## src/hw/rtl/ggs_pkg.sv

```systemverilog
`timescale 1ns / 1ps
// go-to-goal steering package: payload structs, stage records, register indexes
// and the cordic arctangent table; no dependencies
package ggs_pkg;

    localparam int CORDIC_STAGES = 16;  // range 8 to 24
    localparam int TABLE_LEN     = 24;

    localparam logic [3:0] CFG_POSITION_MARGIN = 4'd0;
    localparam logic [3:0] CFG_HEADING_MARGIN  = 4'd1;
    localparam logic [3:0] CFG_BASE_SPEED      = 4'd2;
    localparam logic [3:0] CFG_TURN_RATE       = 4'd3;

    localparam logic [15:0] RST_POSITION_MARGIN = 16'd410;
    localparam logic [14:0] RST_HEADING_MARGIN  = 15'd1043;
    localparam logic [15:0] RST_BASE_SPEED      = 16'd819;
    localparam logic [14:0] RST_TURN_RATE       = 15'd410;

    localparam logic [31:0] HALF_TURN  = 32'h8000_0000;
    localparam logic [31:0] BEARING_RND = 32'h0000_8000;
    localparam logic [31:0] INV_GAIN   = 32'd2608131496;
    localparam logic [63:0] DIST_RND   = 64'h0000_0008_0000_0000;
    localparam logic [27:0] ONE_METRE  = 28'd4096;
    localparam logic [23:0] SPEED_MAX  = 24'hFF_FFFF;
    localparam logic [15:0] ERR_HALF   = 16'h8000;

    typedef struct packed {
        logic signed [23:0] robot_x;
        logic signed [23:0] robot_y;
        logic signed [15:0] robot_heading;
        logic signed [23:0] goal_x;
        logic signed [23:0] goal_y;
    } ggs_in_t;

    typedef struct packed {
        logic [23:0]        forward_speed;
        logic signed [15:0] turn_speed;
        logic               arrived;
    } ggs_out_t;

    typedef struct packed {
        logic [15:0] position_margin;
        logic [14:0] heading_margin;
        logic [15:0] base_speed;
        logic [14:0] turn_rate;
    } cfg_t;

    typedef struct packed {
        logic        arrived;
        logic        zero;
        logic [15:0] heading;
    } side_t;

    typedef struct packed {
        logic signed [31:0] x;
        logic signed [31:0] y;
        logic [31:0]        z;
        side_t              side;
    } vec_t;

    function automatic logic [31:0] atan_units(input logic [4:0] idx);
        logic [31:0] r;
        case (idx)
            5'd0:  r = 32'h20000000;
            5'd1:  r = 32'h12E4051E;
            5'd2:  r = 32'h09FB385B;
            5'd3:  r = 32'h051111D4;
            5'd4:  r = 32'h028B0D43;
            5'd5:  r = 32'h0145D7E1;
            5'd6:  r = 32'h00A2F61E;
            5'd7:  r = 32'h00517C55;
            5'd8:  r = 32'h0028BE53;
            5'd9:  r = 32'h00145F2F;
            5'd10: r = 32'h000A2F98;
            5'd11: r = 32'h000517CC;
            5'd12: r = 32'h00028BE6;
            5'd13: r = 32'h000145F3;
            5'd14: r = 32'h0000A2FA;
            5'd15: r = 32'h0000517D;
            5'd16: r = 32'h000028BE;
            5'd17: r = 32'h0000145F;
            5'd18: r = 32'h00000A30;
            5'd19: r = 32'h00000518;
            5'd20: r = 32'h0000028C;
            5'd21: r = 32'h00000146;
            5'd22: r = 32'h000000A3;
            5'd23: r = 32'h00000051;
            default: r = 32'h0;
        endcase
        return r;
    endfunction

endpackage

```

## src/hw/rtl/ggs_post.sv

```systemverilog
`timescale 1ns / 1ps
// back end: heading error, gain correction, speed product and output select
// depends on ggs_pkg; its last stage is the block's output register
module ggs_post (
    input  logic              aclk,
    input  logic              aresetn,
    input  ggs_pkg::cfg_t     cfg,
    input  logic              in_valid,
    output logic              in_ready,
    input  ggs_pkg::vec_t     in_data,
    output logic              out_valid,
    input  logic              out_ready,
    output ggs_pkg::ggs_out_t out_data
);

    logic        v1_reg, v2_reg, v3_reg;
    logic        rdy1, rdy2, rdy3;
    logic [62:0] prod_reg, prod_next;
    logic        arr1_reg, str1_reg, left1_reg;
    logic        arr2_reg, str2_reg, left2_reg;
    logic [43:0] sp_reg, sp_next;
    ggs_pkg::ggs_out_t out_reg, out_next;
    logic [31:0] zr;
    logic [15:0] bearing, err, aerr;
    logic        left, straight;
    logic [30:0] xpos;
    logic [63:0] rsum;
    logic [27:0] span, dmax;
    logic [31:0] v;

    assign rdy3     = !v3_reg || out_ready;
    assign rdy2     = !v2_reg || rdy3;
    assign rdy1     = !v1_reg || rdy2;
    assign in_ready = rdy1;

    always_comb begin
        zr       = in_data.z + ggs_pkg::BEARING_RND;
        bearing  = in_data.side.zero ? 16'h0 : zr[31:16];
        err      = bearing - in_data.side.heading;
        aerr     = err[15] ? 16'(-err) : err;
        // a half turn error counts as +pi: turn left, never straight
        left     = (err == ggs_pkg::ERR_HALF) || (!err[15] && (err != 16'h0));
        straight = (err != ggs_pkg::ERR_HALF) && (aerr < {1'b0, cfg.heading_margin});
        xpos     = (in_data.x[31] || in_data.side.zero) ? 31'h0 : in_data.x[30:0];
        prod_next = {32'h0, xpos} * {31'h0, ggs_pkg::INV_GAIN};
    end

    always_comb begin
        rsum    = {1'b0, prod_reg} + ggs_pkg::DIST_RND;
        span    = rsum[63:36];
        dmax    = (span > ggs_pkg::ONE_METRE) ? span : ggs_pkg::ONE_METRE;
        sp_next = {28'h0, cfg.base_speed} * {16'h0, dmax};
    end

    always_comb begin
        v        = sp_reg[43:12];
        out_next = '0;
        if (arr2_reg) begin
            out_next.arrived = 1'b1;
        end else if (str2_reg) begin
            out_next.forward_speed = (v[31:24] != 8'h0) ? ggs_pkg::SPEED_MAX : v[23:0];
        end else begin
            out_next.turn_speed = left2_reg ? {1'b0, cfg.turn_rate}
                                            : 16'(16'h0 - {1'b0, cfg.turn_rate});
        end
    end

    always_ff @(posedge aclk) begin
        if (!aresetn) begin
            v1_reg <= 1'b0;
            v2_reg <= 1'b0;
            v3_reg <= 1'b0;
        end else begin
            if (rdy1) v1_reg <= in_valid;
            if (rdy2) v2_reg <= v1_reg;
            if (rdy3) v3_reg <= v2_reg;
        end
        if (rdy1 && in_valid) begin
            prod_reg  <= prod_next;
            arr1_reg  <= in_data.side.arrived;
            str1_reg  <= straight;
            left1_reg <= left;
        end
        if (rdy2 && v1_reg) begin
            sp_reg    <= sp_next;
            arr2_reg  <= arr1_reg;
            str2_reg  <= str1_reg;
            left2_reg <= left1_reg;
        end
        if (rdy3 && v2_reg) begin
            out_reg <= out_next;
        end
    end

    assign out_valid = v3_reg;
    assign out_data  = out_reg;

endmodule

```

## config.mk

```make
export PLATFORM = sky130hd
export DESIGN_NAME = ggs_post
export DESIGN_NICKNAME = d
export VERILOG_FILES = /design/src/hw/rtl/ggs_pkg.sv /design/src/hw/rtl/ggs_post.sv
export SDC_FILE = /design/constraint.sdc
export NUM_CORES = 2
export LEC_CHECK = 0
export BUFFER_PORTS_ARGS = -buffer_cell sky130_fd_sc_hd__buf_4
export CAP_MARGIN = 20
export CORE_ASPECT_RATIO = 0.6
export CORE_UTILIZATION = 35
export DETAILED_ROUTE_END_ITERATION = 10
export GPL_ROUTABILITY_DRIVEN = 0
export SETUP_SLACK_MARGIN = 0.05
export SKIP_LAST_GASP = 1
export SYNTH_ARGS = -nofsm -noshare
export SYNTH_HDL_FRONTEND = slang
export SYNTH_SLANG_ARGS = --single-unit
```

## constraint.sdc

```tcl
create_clock -name aclk -period 11.3 [get_ports aclk]
set_input_delay 2.26 -clock aclk [delete_from_list [all_inputs] [get_ports aclk]]
set_output_delay 2.26 -clock aclk [all_outputs]
set_load 0.02 [all_outputs]
```

==> summary.md <==
| Metric | Value |
|---|---|
| Total gr overflow | 0 |
| Synth unique cells | 72 |
| Post-Syn Instances | 3896 |
| WS Path Type | in2reg |
| Top cell type's share of synthesized area | 0.428 |
| Largest net degree at the start of global routing | 42 |
| Netlist Area Pre-Place | 37600 µm² |
| CP peak stage delay | 670 ps |
| Seq/Total Area, Yosys | 0.0871 |
| CP most frequent cell | fa_1 |
| Post-synth EDFFs | 107 |
| Post-synthesis register bit count | 110 |
| Wire per inst | 19.0 µm |
| First-pass GRT wire length | 164000 µm |
| Routed Antenna Nets | 0 |
| Vias in the first global route | 27800 |
| Final setup violation count | 0 |
| Die height | 256 µm |
| Nets | 5503 |
| Synth Area in Simple Gates | 0.112 |
| Router iterations before antenna repair | 7 |
| Row count | 92 |
| Post-Route WL | 104000 µm |
| CTS clk-pin slew, worst paths | 90 ps |
| XOR/XNOR Fraction of Synth Area | 0.0324 |
| Max-Cap Viols | 0 |
| Relative slew slack | 0.229 |
| Main synth FF type | edfxtp_1 |
| Slew @ Worst Pin | 1150 ps |
| Layout area overhead | 9.24% |
| Post-DP HPWL | 88400 µm |
| Most frequent cells after synthesis | inv_1, fa_1, ha_1 |
| Setup tns final | 0 ps |
| Synth Warn # | 0 |
| I/O pin count | 223 |
| Post-CTS Repair Setup Buffers | 0 |
| Post-Synth Adder-Cell Area | 0.592 |
| CTS Hold Bufs | 0 |
| Final hold violation count | 0 |
| Tcrit/Tclk final | 0.936 |
| Crit. End Element | flip-flop |
| Max Clock Skew | 22.6 ps |
| Post-synthesis compound-gate area fraction | 0.0602 |
| Crit path DAT | 10720 ps |
| GR Util All Layers | 0.197 |
| PortBufs | 159 |
| CTS buffer count | 9 |
| Top-count cell post-synth | inv_1 |
| H-tree depth | 3 |
| Slowest CP cell | fa_1 |
| DRC | 0 |
| Core area | 106000 µm² |
| CTS tree | done |
| Die area | 109000 µm² |
| Syn nets | 5374 |
| CTS Sinks | 110 |
| Top cells by area, synth | fa_1, ha_1, inv_1, edfxtp_1, nand2_1 |
| Outcome | finished, final reports clean |
| Synth area leader | fa_1 |
| Req. time, crit path | 11440 ps |
| RSZ-0062 raised after global routing | no |
| Skew-Pair Late Insertion Delay | 400 ps |
| Starting DRT DRC Count | 1923 |
| Async SR Flop Fraction | 0 |
| Worst-case clock buffer depth | 2 |
| Antenna violations before repair | 3 |
| Root Driver | clkbuf_16 |
| Worst Hold Class | reg2reg |
| Vias | 26400 |
| CP Launch Type | primary input |
| Vias per cell | 4.85 |
| Mux cell area share after synthesis | 0.00110 |
| Highest clock rate | 0.0945 GHz |
| Max reg flops | 41 |
| Largest family of logic cells by synthesized area | adder cells |
| Die X | 425 µm |
| Avg Cell Area, Syn | 9.65 µm² |
| Post-CTS Resized | 0 |
| Layout cell share with drive strength beyond 1 | 0.0682 |
| Peak fanout along the critical path | 31 |
| Initial Util | 0.355 |
| Max Slew Vio Count | 0 |
| Crit path time final | 10580 ps |
-- cell type report --
| class | count | area (µm²) |
|---|---|---|
| Multi-Input combinational cell | 2640 | 30100 |
| Antenna cell | 1 | 2.50 |
| Sequential cell | 110 | 3270 |
| Inverter | 1027 | 3850 |
| Tap cell | 1410 | 1760 |
| Clock buffer | 9 | 225 |
| Timing Repair Buffer | 237 | 1820 |
| Clock inverter | 7 | 82.6 |
| Fill cell | 10500 | 64700 |
-- logic make-up (layout without fill, tap and decap cells) --
family                   after synthesis  in the layout
buffers and inverters               1146           1280
AO/OA/AOI/OAI                        342            342
adder cells (fa/ha/maj)             1298           1298
multiplexers                           4              4
other                                  0              1
XOR/XNOR                             139            139
AND/OR/NAND/NOR                      857            857
flip-flops                           110            110
-- worst max-delay path: cells and delay by family --
| family | cells | cell delay, ps |
|---|---|---|
| AOI/OAI and AO/OA | 10 | 2230 |
| xor gates and xnor gates | 1 | 80 |
| adders and majority gates | 9 | 4270 |
| buffers and inverters | 6 | 750 |
| and+or+nand+nor | 3 | 1100 |
-- final timing paths --
kind	startpoint	end	slack [ps]	depth (start not counted)
hold reg to reg	str1_reg	str2_reg	430	0
setup / recovery	in_data[16]	prod_reg[49]	720	29
setup reg to reg	prod_reg[35]	sp_reg[36]	1460	33
hold / removal	str1_reg	str2_reg	430	0
-- placed cells by master (no fill, tap or decap), types with 7 or more instances in the layout --
master and instances:
buf_4 234, o21a_1 36, inv_1 1027, a31oi_1 16, ha_1 495, o21ai_0 45, a21oi_1 100, edfxtp_1 107
nand2b_1 14, a21boi_0 7, fa_1 803, o21bai_1 8, nand4_1 28, or3_1 8, a211oi_1 8, nor4_1 8
a21o_1 60, xnor2_1 89, nor2_1 107, xor2_1 50, nand3_1 41, and2_1 192, o21ai_1 9, nor3_1 28
clkbuf_16 9, and3_1 52, o211ai_1 7, nor2b_1 23, nand2_1 331
-- stage by stage --
step | util | hold slack [ps] | worst slack, ps | cell area (µm²) | instances
after floorplan | - | 400 | 1420 | 37600 | 3896
after detailed placement | 0.385 | 409 | 436 | 40700 | 5422
after CTS | 0.388 | 429 | 774 | 41000 | 5438
after global routing | 0.388 | 434 | 266 | 41100 | 5441
after global placement | 0.385 | 402 | 408 | 40700 | 5422
final | 0.388 | 430 | 718 | 41100 | 5441
-- metal layers --
metal  GRT usage  vias up  part of all wire
met5     0.00965        -            0.0017
met4      0.0159        6            0.0066
met3      0.0803       49              0.13
met2       0.248     1074              0.36
met1       0.314    13100              0.51
li1            -    12100                 -
Power is not shown: default switching activity piles up to over one toggle a cycle in this logic, so the estimate is an artifact.
