File: src/hw/rtl/ggs_pkg.sv
`timescale 1ns / 1ps
// go-to-goal steering package: payload structs, stage records, register indexes
// and the cordic arctangent table; no dependencies
package ggs_pkg;

    localparam int CORDIC_STAGES = 16;  // range 8 to 24
    localparam int TABLE_LEN     = 24;

    localparam logic [3:0] CFG_POSITION_MARGIN = 4'd0;
    localparam logic [3:0] CFG_HEADING_MARGIN  = 4'd1;
    localparam logic [3:0] CFG_BASE_SPEED      = 4'd2;
    localparam logic [3:0] CFG_TURN_RATE       = 4'd3;

    localparam logic [15:0] RST_POSITION_MARGIN = 16'd410;
    localparam logic [14:0] RST_HEADING_MARGIN  = 15'd1043;
    localparam logic [15:0] RST_BASE_SPEED      = 16'd819;
    localparam logic [14:0] RST_TURN_RATE       = 15'd410;

    localparam logic [31:0] HALF_TURN  = 32'h8000_0000;
    localparam logic [31:0] BEARING_RND = 32'h0000_8000;
    localparam logic [31:0] INV_GAIN   = 32'd2608131496;
    localparam logic [63:0] DIST_RND   = 64'h0000_0008_0000_0000;
    localparam logic [27:0] ONE_METRE  = 28'd4096;
    localparam logic [23:0] SPEED_MAX  = 24'hFF_FFFF;
    localparam logic [15:0] ERR_HALF   = 16'h8000;

    typedef struct packed {
        logic signed [23:0] robot_x;
        logic signed [23:0] robot_y;
        logic signed [15:0] robot_heading;
        logic signed [23:0] goal_x;
        logic signed [23:0] goal_y;
    } ggs_in_t;

    typedef struct packed {
        logic [23:0]        forward_speed;
        logic signed [15:0] turn_speed;
        logic               arrived;
    } ggs_out_t;

    typedef struct packed {
        logic [15:0] position_margin;
        logic [14:0] heading_margin;
        logic [15:0] base_speed;
        logic [14:0] turn_rate;
    } cfg_t;

    typedef struct packed {
        logic        arrived;
        logic        zero;
        logic [15:0] heading;
    } side_t;

    typedef struct packed {
        logic signed [31:0] x;
        logic signed [31:0] y;
        logic [31:0]        z;
        side_t              side;
    } vec_t;

    function automatic logic [31:0] atan_units(input logic [4:0] idx);
        logic [31:0] r;
        case (idx)
            5'd0:  r = 32'h20000000;
            5'd1:  r = 32'h12E4051E;
            5'd2:  r = 32'h09FB385B;
            5'd3:  r = 32'h051111D4;
            5'd4:  r = 32'h028B0D43;
            5'd5:  r = 32'h0145D7E1;
            5'd6:  r = 32'h00A2F61E;
            5'd7:  r = 32'h00517C55;
            5'd8:  r = 32'h0028BE53;
            5'd9:  r = 32'h00145F2F;
            5'd10: r = 32'h000A2F98;
            5'd11: r = 32'h000517CC;
            5'd12: r = 32'h00028BE6;
            5'd13: r = 32'h000145F3;
            5'd14: r = 32'h0000A2FA;
            5'd15: r = 32'h0000517D;
            5'd16: r = 32'h000028BE;
            5'd17: r = 32'h0000145F;
            5'd18: r = 32'h00000A30;
            5'd19: r = 32'h00000518;
            5'd20: r = 32'h0000028C;
            5'd21: r = 32'h00000146;
            5'd22: r = 32'h000000A3;
            5'd23: r = 32'h00000051;
            default: r = 32'h0;
        endcase
        return r;
    endfunction

endpackage

File: src/hw/rtl/ggs_prep.sv
`timescale 1ns / 1ps
// front end: goal offsets, arrival test and cordic pre-rotation, two stages
// depends on ggs_pkg
module ggs_prep (
    input  logic            aclk,
    input  logic            aresetn,
    input  ggs_pkg::cfg_t   cfg,
    input  logic            in_valid,
    output logic            in_ready,
    input  ggs_pkg::ggs_in_t in_data,
    output logic            out_valid,
    input  logic            out_ready,
    output ggs_pkg::vec_t   out_data
);

    logic signed [24:0] dx_reg, dy_reg, dx_next, dy_next;
    logic [15:0]        head_reg;
    logic               va_reg, vb_reg;
    logic               rdy_a, rdy_b;
    ggs_pkg::vec_t      vec_reg, vec_next;
    logic [24:0]        adx, ady, ax, ay;
    logic               neg;

    assign rdy_b    = !vb_reg || out_ready;
    assign rdy_a    = !va_reg || rdy_b;
    assign in_ready = rdy_a;

    assign dx_next = {in_data.goal_x[23], in_data.goal_x} - {in_data.robot_x[23], in_data.robot_x};
    assign dy_next = {in_data.goal_y[23], in_data.goal_y} - {in_data.robot_y[23], in_data.robot_y};

    always_comb begin
        adx = dx_reg[24] ? 25'(-dx_reg) : dx_reg;
        ady = dy_reg[24] ? 25'(-dy_reg) : dy_reg;
        neg = dx_reg[24];
        // left half plane: rotate by a half turn first
        ax  = neg ? 25'(-dx_reg) : dx_reg;
        ay  = neg ? 25'(-dy_reg) : dy_reg;
        vec_next.x = {{3{ax[24]}}, ax, 4'b0};
        vec_next.y = {{3{ay[24]}}, ay, 4'b0};
        vec_next.z = neg ? ggs_pkg::HALF_TURN : 32'h0;
        vec_next.side.arrived = (adx < {9'b0, cfg.position_margin}) &&
                                (ady < {9'b0, cfg.position_margin});
        vec_next.side.zero    = (dx_reg == 25'sd0) && (dy_reg == 25'sd0);
        vec_next.side.heading = head_reg;
    end

    always_ff @(posedge aclk) begin
        if (!aresetn) begin
            va_reg <= 1'b0;
            vb_reg <= 1'b0;
        end else begin
            if (rdy_a) begin
                va_reg <= in_valid;
            end
            if (rdy_b) begin
                vb_reg <= va_reg;
            end
        end
        if (rdy_a && in_valid) begin
            dx_reg   <= dx_next;
            dy_reg   <= dy_next;
            head_reg <= in_data.robot_heading;
        end
        if (rdy_b && va_reg) begin
            vec_reg <= vec_next;
        end
    end

    assign out_valid = vb_reg;
    assign out_data  = vec_reg;

endmodule

File: config.mk
export PLATFORM = sky130hd
export DESIGN_NAME = ggs_prep
export DESIGN_NICKNAME = d
export VERILOG_FILES = /design/src/hw/rtl/ggs_pkg.sv /design/src/hw/rtl/ggs_prep.sv
export SDC_FILE = /design/constraint.sdc
export NUM_CORES = 1
export LEC_CHECK = 0
export BUFFER_PORTS_ARGS = -buffer_cell sky130_fd_sc_hd__buf_2
export CORE_MARGIN = 1
export CORE_UTILIZATION = 56
export DETAILED_ROUTE_END_ITERATION = 7
export PLACE_DENSITY_LB_ADDON = 0.2
export SLEW_MARGIN = 20
export SYNTH_ARGS = -nofsm -noshare
export SYNTH_HDL_FRONTEND = slang
export SYNTH_SLANG_ARGS = --single-unit
File: constraint.sdc
create_clock -name aclk -period 10.4 [get_ports aclk]
set_input_delay 0.52 -clock aclk [delete_from_list [all_inputs] [get_ports aclk]]
set_output_delay 0.52 -clock aclk [all_outputs]
set_load 0.01 [all_outputs]
==> results list, run 1 <==
- For this design, the slowest cell found on the critical path is sky130_fd_sc_hd__or3_2.
* Synthesis-stage register bit count: 137
- Post-Route Setup TNS: 0 ns
* F_max: 224.6 MHz
- In the global route stage, overall resource usage came out at 21.83%.
- Measured along the x axis, the die boundary spans 128.6 um.
* # hold bufs at CTS: 0
- Summed instance area of the synthesized netlist: 8972 um2
- Sum of routed wire length over all layers: 17.78 mm
- IR analysis of the VDD net gives a maximum drop of 110.4 uV.
- Power Dens Cells: 162.6 nW/um2
- Routability congestion estimate from global placement: 0.8549
* Top cells by area, synth: sky130_fd_sc_hd__edfxtp_1, sky130_fd_sc_hd__ha_1, sky130_fd_sc_hd__xnor2_1, sky130_fd_sc_hd__buf_4, sky130_fd_sc_hd__inv_1
- Final HPWL DP: 13.67 mm
- A synthesized cell averages 10.59 um2.
- Area of all placed cells without fillers: 10690 um2
- The via count of the first global-routing pass came to 5909.
* Min Clock Period, post-route: 4.453 ns
- The endpoint identified for the worst register-to-register timing path is out_data[17]$_DFFE_PP_.
- Counting distinct cell types in the post-synthesis netlist gives 62.
- The flow ran to the end, and the final reports show no timing, DRC or antenna violations.
* Share of Yosys cell area claimed by the top area cell type: 45.18%
- In this run the static leakage power is 0.004756 uW.
- Final Util: 69.31%
- The number of antenna violations at the first check in global routing is 1.
* Depth of the critical timing path with buffers and inverters included: 16
- Root buffer selected by CTS: sky130_fd_sc_hd__clkbuf_16
- Flop2flop setup slack: 5.95 ns
- The post-route netlist has 24.04% of its cells at a drive strength greater than 1.
* Placed cells: 1252
- CP required: 10.68 ns
- Nets@finish: 1321
* Count of pins over their slew limit: 0
- Buffers placed on the I/O ports in this run total 208.
- The worst register-to-register path begins at dy_reg[2]$_DFFE_PP_.
- Walking the worst path, the cells encountered are or3_1, or3_1, nand2b_1, or3_2, nand2_1, xnor2_1, ha_1, a21o_1, a2111oi_0, o21ai_0, a21oi_1, o21ai_0, nor4_1, nand3_1, a311oi_1, and4b_1.
- In this run the number of H-tree levels came out at 4.
* Starting DRT DRC Count: 374
- The worst setup path is launched from a register.
- Final worst path period share: 42.82%
* Clock-pin slew of the registers on the worst-case setup and hold paths: 0.06 ns
- Maximum fanout encountered on the critical timing path: 9
* Cell row count: 45
- Number of detailed-route iterations in the first pass: 5
- Number of DRC violations after detailed routing: 0
- Die extent in y: 128.6 um
- The count of nets left with antenna violations once routing finished came out at 0.
* Total count of hold-check failures in the final report: 0
* Slew margin rel.: 42.12%
- The total area inside the core boundary comes to 15430 um2.
- Counting the buffers created by CTS gives 17.
- Most common cell after layout, fill and taps aside: sky130_fd_sc_hd__buf_2
* Initial standard-cell utilization of the core: 58.16%
- Transition time of the tightest slew-check pin: 0.8682 ns
* Setup repair after global routing missed its margin: no
- The first global-routing pass estimated 27.87 mm of wire.
* CP Data Arrival Time: 4.74 ns
- After the flow finishes, the layout carries non-filler instances totaling 1286.
- Following the worst setup path forward leads to its endpoint at out_data[17]$_DFFE_PP_.
- Worst setup path startpoint: dy_reg[2]$_DFFE_PP_
- Number of cells traversed by the worst register-to-register path: 16
- The tightest min-delay check is of the input port to register type.
- The area growth from synthesis to layout is 19.17%.
* I/O pin count: 294
- Ys async rst share: 0%
- In the synthesized netlist the dominant register cell turns out to be sky130_fd_sc_hd__edfxtp_1.
- Yosys mapped a number of flops with a built-in enable equal to 135.
* Avg Vias per Cell: 5.192
* Reported max-cap violation count: 0
- Post-CTS timing repair inserted 0 buffers for setup.
* Residual overflow from global routing: 0
* Die Footprint: 16530 um2
* Element type at the critical path end: register
* Cell count after synthesis: 847
- Counting the fill cells in the layout gives 1250.
- The longest clock path from root to sink contains 2 buffers.
- Between clock sinks in the finished design, the worst skew comes to 0.009063 ns.
- Entering global routing, the biggest net connects 70 pins.
- At the later pin of the worst-skew pair, clock insertion delay measures 0.42 ns.
- The critical path is of the register to register type.
* Maximum cell stage delay along the critical path: 0.52 ns
* CTS sink count: 137
- After detailed routing, the average wire length per cell comes to 13.83 um.
- Most used cells in the layout excluding fill and tap cells: sky130_fd_sc_hd__buf_2, sky130_fd_sc_hd__edfxtp_1, sky130_fd_sc_hd__inv_1, sky130_fd_sc_hd__ha_1, sky130_fd_sc_hd__xnor2_1
- Family with the most delay on the worst path: simple AND/OR/NAND/NOR gates
- The number of buffers and inverters on the critical path is 0.
* Via count: 6677
- TritonCTS built the clock tree.
* Cell area after placement: 10060 um2
* Seq/Total Area, Yosys: 45.63%
* Area leader, netlist: sky130_fd_sc_hd__edfxtp_1
- Flip-flop count of the largest register after layout: 69
- In this run, post-CTS repair resized a total of 0 instances.
- Final hold analysis gives a worst-case slack of 0.2802 ns.
- Number of endpoints failing setup at the final stage: 0
- During synthesis, Yosys emitted a total of 0 warnings.
[synthesized netlist by cell type (all sizes together) (2+ instances only)]
cell type  number
edfxtp        135
inv            89
ha             81
xnor2          78
nand2          57
o21ai          54
buf            47
a21oi          40
nor2           38
a21o           20
xor2           17
nor2b          15
nand2b         14
nand3          13
o31ai          13
nor3           12
nor4            9
or3             9
clkbuf          8
o21a            8
and2            7
nand4           7
o41ai           7
or4             7
a31oi           6
and3            6
a211oi          5
o211ai          5
o21bai          4
a2111oi         3
or2             3
a21boi          2
a221o           2
a311oi          2
a31o            2
dfxtp           2
fa              2
mux2i           2
nand4b          2
o2111ai         2
[cell type report]
class / count / area [um2] / area share, %
Sequential cell: 137 / 4094 / 38.29
Clock buffer: 18 / 429.2 / 4.014
Tap cell: 211 / 264.0 / 2.469
Inverter: 89 / 334.1 / 3.124
Antenna cell: 2 / 5.005 / 0.04681
Clock inverter: 14 / 197.7 / 1.849
Multi-Input combinational cell: 604 / 4305 / 40.26
Timing Repair Buffer: 211 / 1064 / 9.946
[how the worst min path moves through the flow]
stage / from / to / slack [ns] / cells after the start
final: in_data[62] / head_reg[14]$_DFFE_PP_ / 0.28 / 1
after global placement: head_reg[3]$_DFFE_PP_ / out_data[3]$_DFFE_PP_ / 0.40 / 0
after CTS: in_data[57] / head_reg[9]$_DFFE_PP_ / 0.26 / 1
after global routing: in_data[52] / head_reg[4]$_DFFE_PP_ / 0.26 / 1
after detailed placement: head_reg[4]$_DFFE_PP_ / out_data[4]$_DFFE_PP_ / 0.40 / 0
after floorplan: head_reg[0]$_DFFE_PP_ / out_data[0]$_DFFE_PP_ / 0.40 / 0
[logic make-up (layout without fill, tap and decap cells)]
logic type / count (synthesis) / after routing / synth area share, %
xor+xnor: 95 / 95 / 9.273
fa+ha+maj: 83 / 83 / 11.74
flops: 137 / 137 / 45.63
mux: 2 / 2 / 0.2231
simple gates: 201 / 201 / 11.69
buf+inv: 144 / 332 / 8.074
other cells: 1 / 41 / 0.04180
compound gates: 184 / 184 / 13.33
[routing by layer]
metal | global-route usage [%] | routed length [um] | up-vias
met5 | 0 | 0 | -
met4 | 7.543 | 293 | 0
met3 | 4.324 | 1291 | 24
met2 | 35.23 | 8078 | 262
met1 | 29.47 | 8119 | 3000
li1 | - | - | 3391
[per-stage QoR]
step           total power (uW)  setup WS [ns]
2_1_floorplan              1017          6.230
3_3_place_gp               1109          6.064
3_5_place_dp               1118          6.008
4_1_cts                    1749          5.978
5_1_grt                    1824          5.629
6_report                   1738          5.947
[where the power goes]
part | internal (uW) | switching, uW
clock network | 403 | 226
registers | 687 | 44.9
logic | 172 | 206
No activity file was read; power rests on OpenSTA's default activity.
==> run 2, diff against run 1 <==
Settings changed: CORE_UTILIZATION 56 to 47.
Clock period 10.4 ns to 3.8 ns, I/O delays scaled along.
==> run 2 against run 1 <==
  * Clock power grew to 2.7 times the previous value
  * Non-clock buffer count grew 36
  * Critical path type unchanged
  * Fmax grew 18%
  * Combinational power grew to 3.0 times the previous value
  * Sequential cell count is the same
  * Global-route usage shrank 1.8 points
  * Clock skew shrank 0.0042 ns
  * Critical path depth is the same
  * Critical endpoint unchanged
  * First-iteration DRC count shrank 5.1%
  * Sequential power grew to 2.7 times the previous value
  * Power grew to 2.8 times the previous value
==> results list, run 2 (synthesis results as in run 1) <==
- Setup repair after global routing missed its margin: yes
- For the pin with the worst max-slew slack, the measured transition is 0.8123 ns.
- Wire per inst: 14.39 um
- The clock passes through at most 2 buffers.
- For this run, the post-layout net count is 1357.
* Net switching share of the total power: 27.65%
- In this run the register-to-register setup slack is 0.03 ns.
* Launching point of the worst reg2reg path: dy_reg[2]$_DFFE_PP_
- I/O pin count: 294
- Of the total power, the clock network draws 35.2%.
- Starting DRT DRC Count: 355
- For hold timing, the worst endpoint is va_reg$_SDFFE_PN0N_.
- The region available for standard cell placement spans 18710 um2.
- Total count of hold-check failures in the final report: 0
- At the end of routability-driven placement, the weighted congestion stood at 0.8409.
- In the routed layout, each cell is associated on average with a via count of 5.031.
- Cells with a size suffix above 1 make up 25.88% of the layout.
- Internal power component: 3487 uW
- Overall power of the completed layout: 4819 uW
* Result of the run: completed
* Slew margin rel.: 45.84%
- Die extent in y: 140.2 um
- Leakage power figure: 0.004946 uW
- TritonCTS built the clock tree.
- Power Dens Cells: 433.6 nW/um2
* Count of pins over their slew limit: 0
- The via count of the first global-routing pass came to 6178.
* Fillers: 1593
* Horiz. Die Dim: 140.2 um
- Non-filler instance count after layout: 1343
- The final route contains 6756 vias.
- Most common cell after layout, fill and taps aside: sky130_fd_sc_hd__buf_2
- IO buf count: 208
* Total CTS buffers: 17
- Reg power frac: 41.3%
- Clock-pin slew of the registers on the worst-case setup and hold paths: 0.06 ns
- At the worst endpoint, the required time is 4.09 ns.
- The die covers 19650 um2.
- Of the available clock period, the critical path in the final layout requires 99.23%.
* Element type at the critical path end: register
- Number of DRC violations after detailed routing: 0
* Area delta synth->final: 23.89%
* Insertion delay of the later-clocked pin in the worst-skew pair: 0.42 ns
* Number of endpoints failing setup at the final stage: 0
- R2r endpoint: out_data[17]$_DFFE_PP_
- The worst hold path was traced through 3 stages.
- Deepest level of the CTS H-tree: 4
- The critical path in this run is classified as register to register.
- Placed cells: 1293
- Initial standard-cell utilization of the core: 47.97%
* Most used cells in the layout excluding fill and tap cells: sky130_fd_sc_hd__buf_2, sky130_fd_sc_hd__edfxtp_1, sky130_fd_sc_hd__inv_1, sky130_fd_sc_hd__ha_1, sky130_fd_sc_hd__xnor2_1
* Number of cells traversed by the worst register-to-register path: 16
* Final HPWL DP: 14.96 mm
- Across all setup checks in the final design, the least slack found is 0.02915 ns.
- Entering global routing, the biggest net connects 48 pins.
- On the final layout, the worst clock skew is 0.004888 ns.
- Global routing usage summed across all routing layers: 20.01%
* Final-layout worst hold slack: 0.02666 ns
- F_max: 265.2 MHz
- Of all nets on the critical path, the largest fanout is 2.
- Wires add up to 19.33 mm.
* Residual overflow from global routing: 0
* Combinational group share of total power: 23.5%
* Maximum VDD drop: 235.0 uV
- CTS sink count: 137
- The tightest min-delay check is of the input port to register type.
- Flip-flop count of the largest register after layout: 69
* Beginning of the worst hold path: in_valid
- Reported max-cap violation count: 0
- Dpl ws: -0.1371 ns
- Summed over all nets, the switching power comes to 1333 uW.
* CP Data Arrival Time: 4.06 ns
- Cell row count: 50
- Number of nets with antenna violations after routing: 0
- Number of detailed-route iterations in the first pass: 4
* Number of antenna violations at the first check in global routing: 0
* Final antenna diode count: 0
* Root buffer selected by CTS: sky130_fd_sc_hd__clkbuf_16
* Global-route wire length before repair: 30.55 mm
* Min Clock Period, post-route: 3.771 ns
* CP startpoint kind: register
- Cells fill 59.42% of the core in the end.
[run 2: final cells by class]
cell class / count / area, um2 / share of cell area [%]
clock buffers: 18 / 429.2 / 3.861
well taps: 234 / 292.8 / 2.634
flip-flops and latches: 137 / 4094 / 36.83
clock inverters: 14 / 178.9 / 1.610
repair buffers: 247 / 1401 / 12.61
inverters: 89 / 334.1 / 3.005
multi-input cells: 604 / 4385 / 39.45
[run 2: critical path, stage by stage, from the launching register on]
cell                        delay, ns
sky130_fd_sc_hd__edfxtp_1        0.39
sky130_fd_sc_hd__or3_4           0.41
sky130_fd_sc_hd__or3_4           0.40
sky130_fd_sc_hd__nand2b_4        0.15
sky130_fd_sc_hd__or3_4           0.37
sky130_fd_sc_hd__nand2_2         0.08
sky130_fd_sc_hd__xnor2_1         0.08
sky130_fd_sc_hd__ha_1            0.19
sky130_fd_sc_hd__a21o_1          0.21
sky130_fd_sc_hd__a2111oi_4       0.33
sky130_fd_sc_hd__o21ai_1         0.11
sky130_fd_sc_hd__a21oi_1         0.13
sky130_fd_sc_hd__o21ai_1         0.08
sky130_fd_sc_hd__nor4_1          0.20
sky130_fd_sc_hd__nand3_1         0.11
sky130_fd_sc_hd__a311oi_1        0.19
sky130_fd_sc_hd__and4b_1         0.21
[run 2: repair_timing]
item	4_1_cts	5_1_grt
pin swaps	6	1
cloned	0	0
endpoints found under the hold margin	18	0
setup endpoints to repair	1	1
resized for setup	7	12
hold buffers	17	0
buffers inserted	1	0
[run 2: per-layer routing]
layer	track usage, %	up-vias	share of wire, %
li1	-	3466	-
met1	26.99	3054	47
met2	32.00	217	46
met3	4.205	19	5.6
met4	6.825	0	1.4
met5	0	-	0
[run 2: power groups by stage]
| stage | Combinational [uW] | Sequential (uW) | Clock (uW) |
|---|---|---|---|
| floorplan | 753 | 2030 | 0 |
| global placement | 1080 | 2010 | 0 |
| detailed placement | 1100 | 2020 | 0 |
| CTS | 1130 | 1990 | 1720 |
| global route | 1270 | 2010 | 1780 |
| finish | 1130 | 1990 | 1690 |
[run 2: through the flow]
step	setup TNS (ns)	instance area [um2]
2_1_floorplan	0	9117
3_3_place_gp	-0.07746	10250
3_5_place_dp	-0.1371	10250
4_1_cts	0	11060
5_1_grt	-0.1364	11120
6_report	0	11120
[run 2: worst max-delay path by stage]
stage | to | slack, ns | cells after the start | from
after detailed placement | out_data[17]$_DFFE_PP_ | -0.14 | 16 | dy_reg[1]$_DFFE_PP_
final | out_data[17]$_DFFE_PP_ | 0.03 | 16 | dy_reg[2]$_DFFE_PP_
after CTS | out_data[17]$_DFFE_PP_ | 0.02 | 15 | dy_reg[10]$_DFFE_PP_
after global placement | out_data[17]$_DFFE_PP_ | -0.08 | 16 | dy_reg[1]$_DFFE_PP_
after floorplan | out_data[17]$_DFFE_PP_ | 0.04 | 16 | dy_reg[2]$_DFFE_PP_
after global routing | out_data[17]$_DFFE_PP_ | -0.14 | 16 | dy_reg[2]$_DFFE_PP_
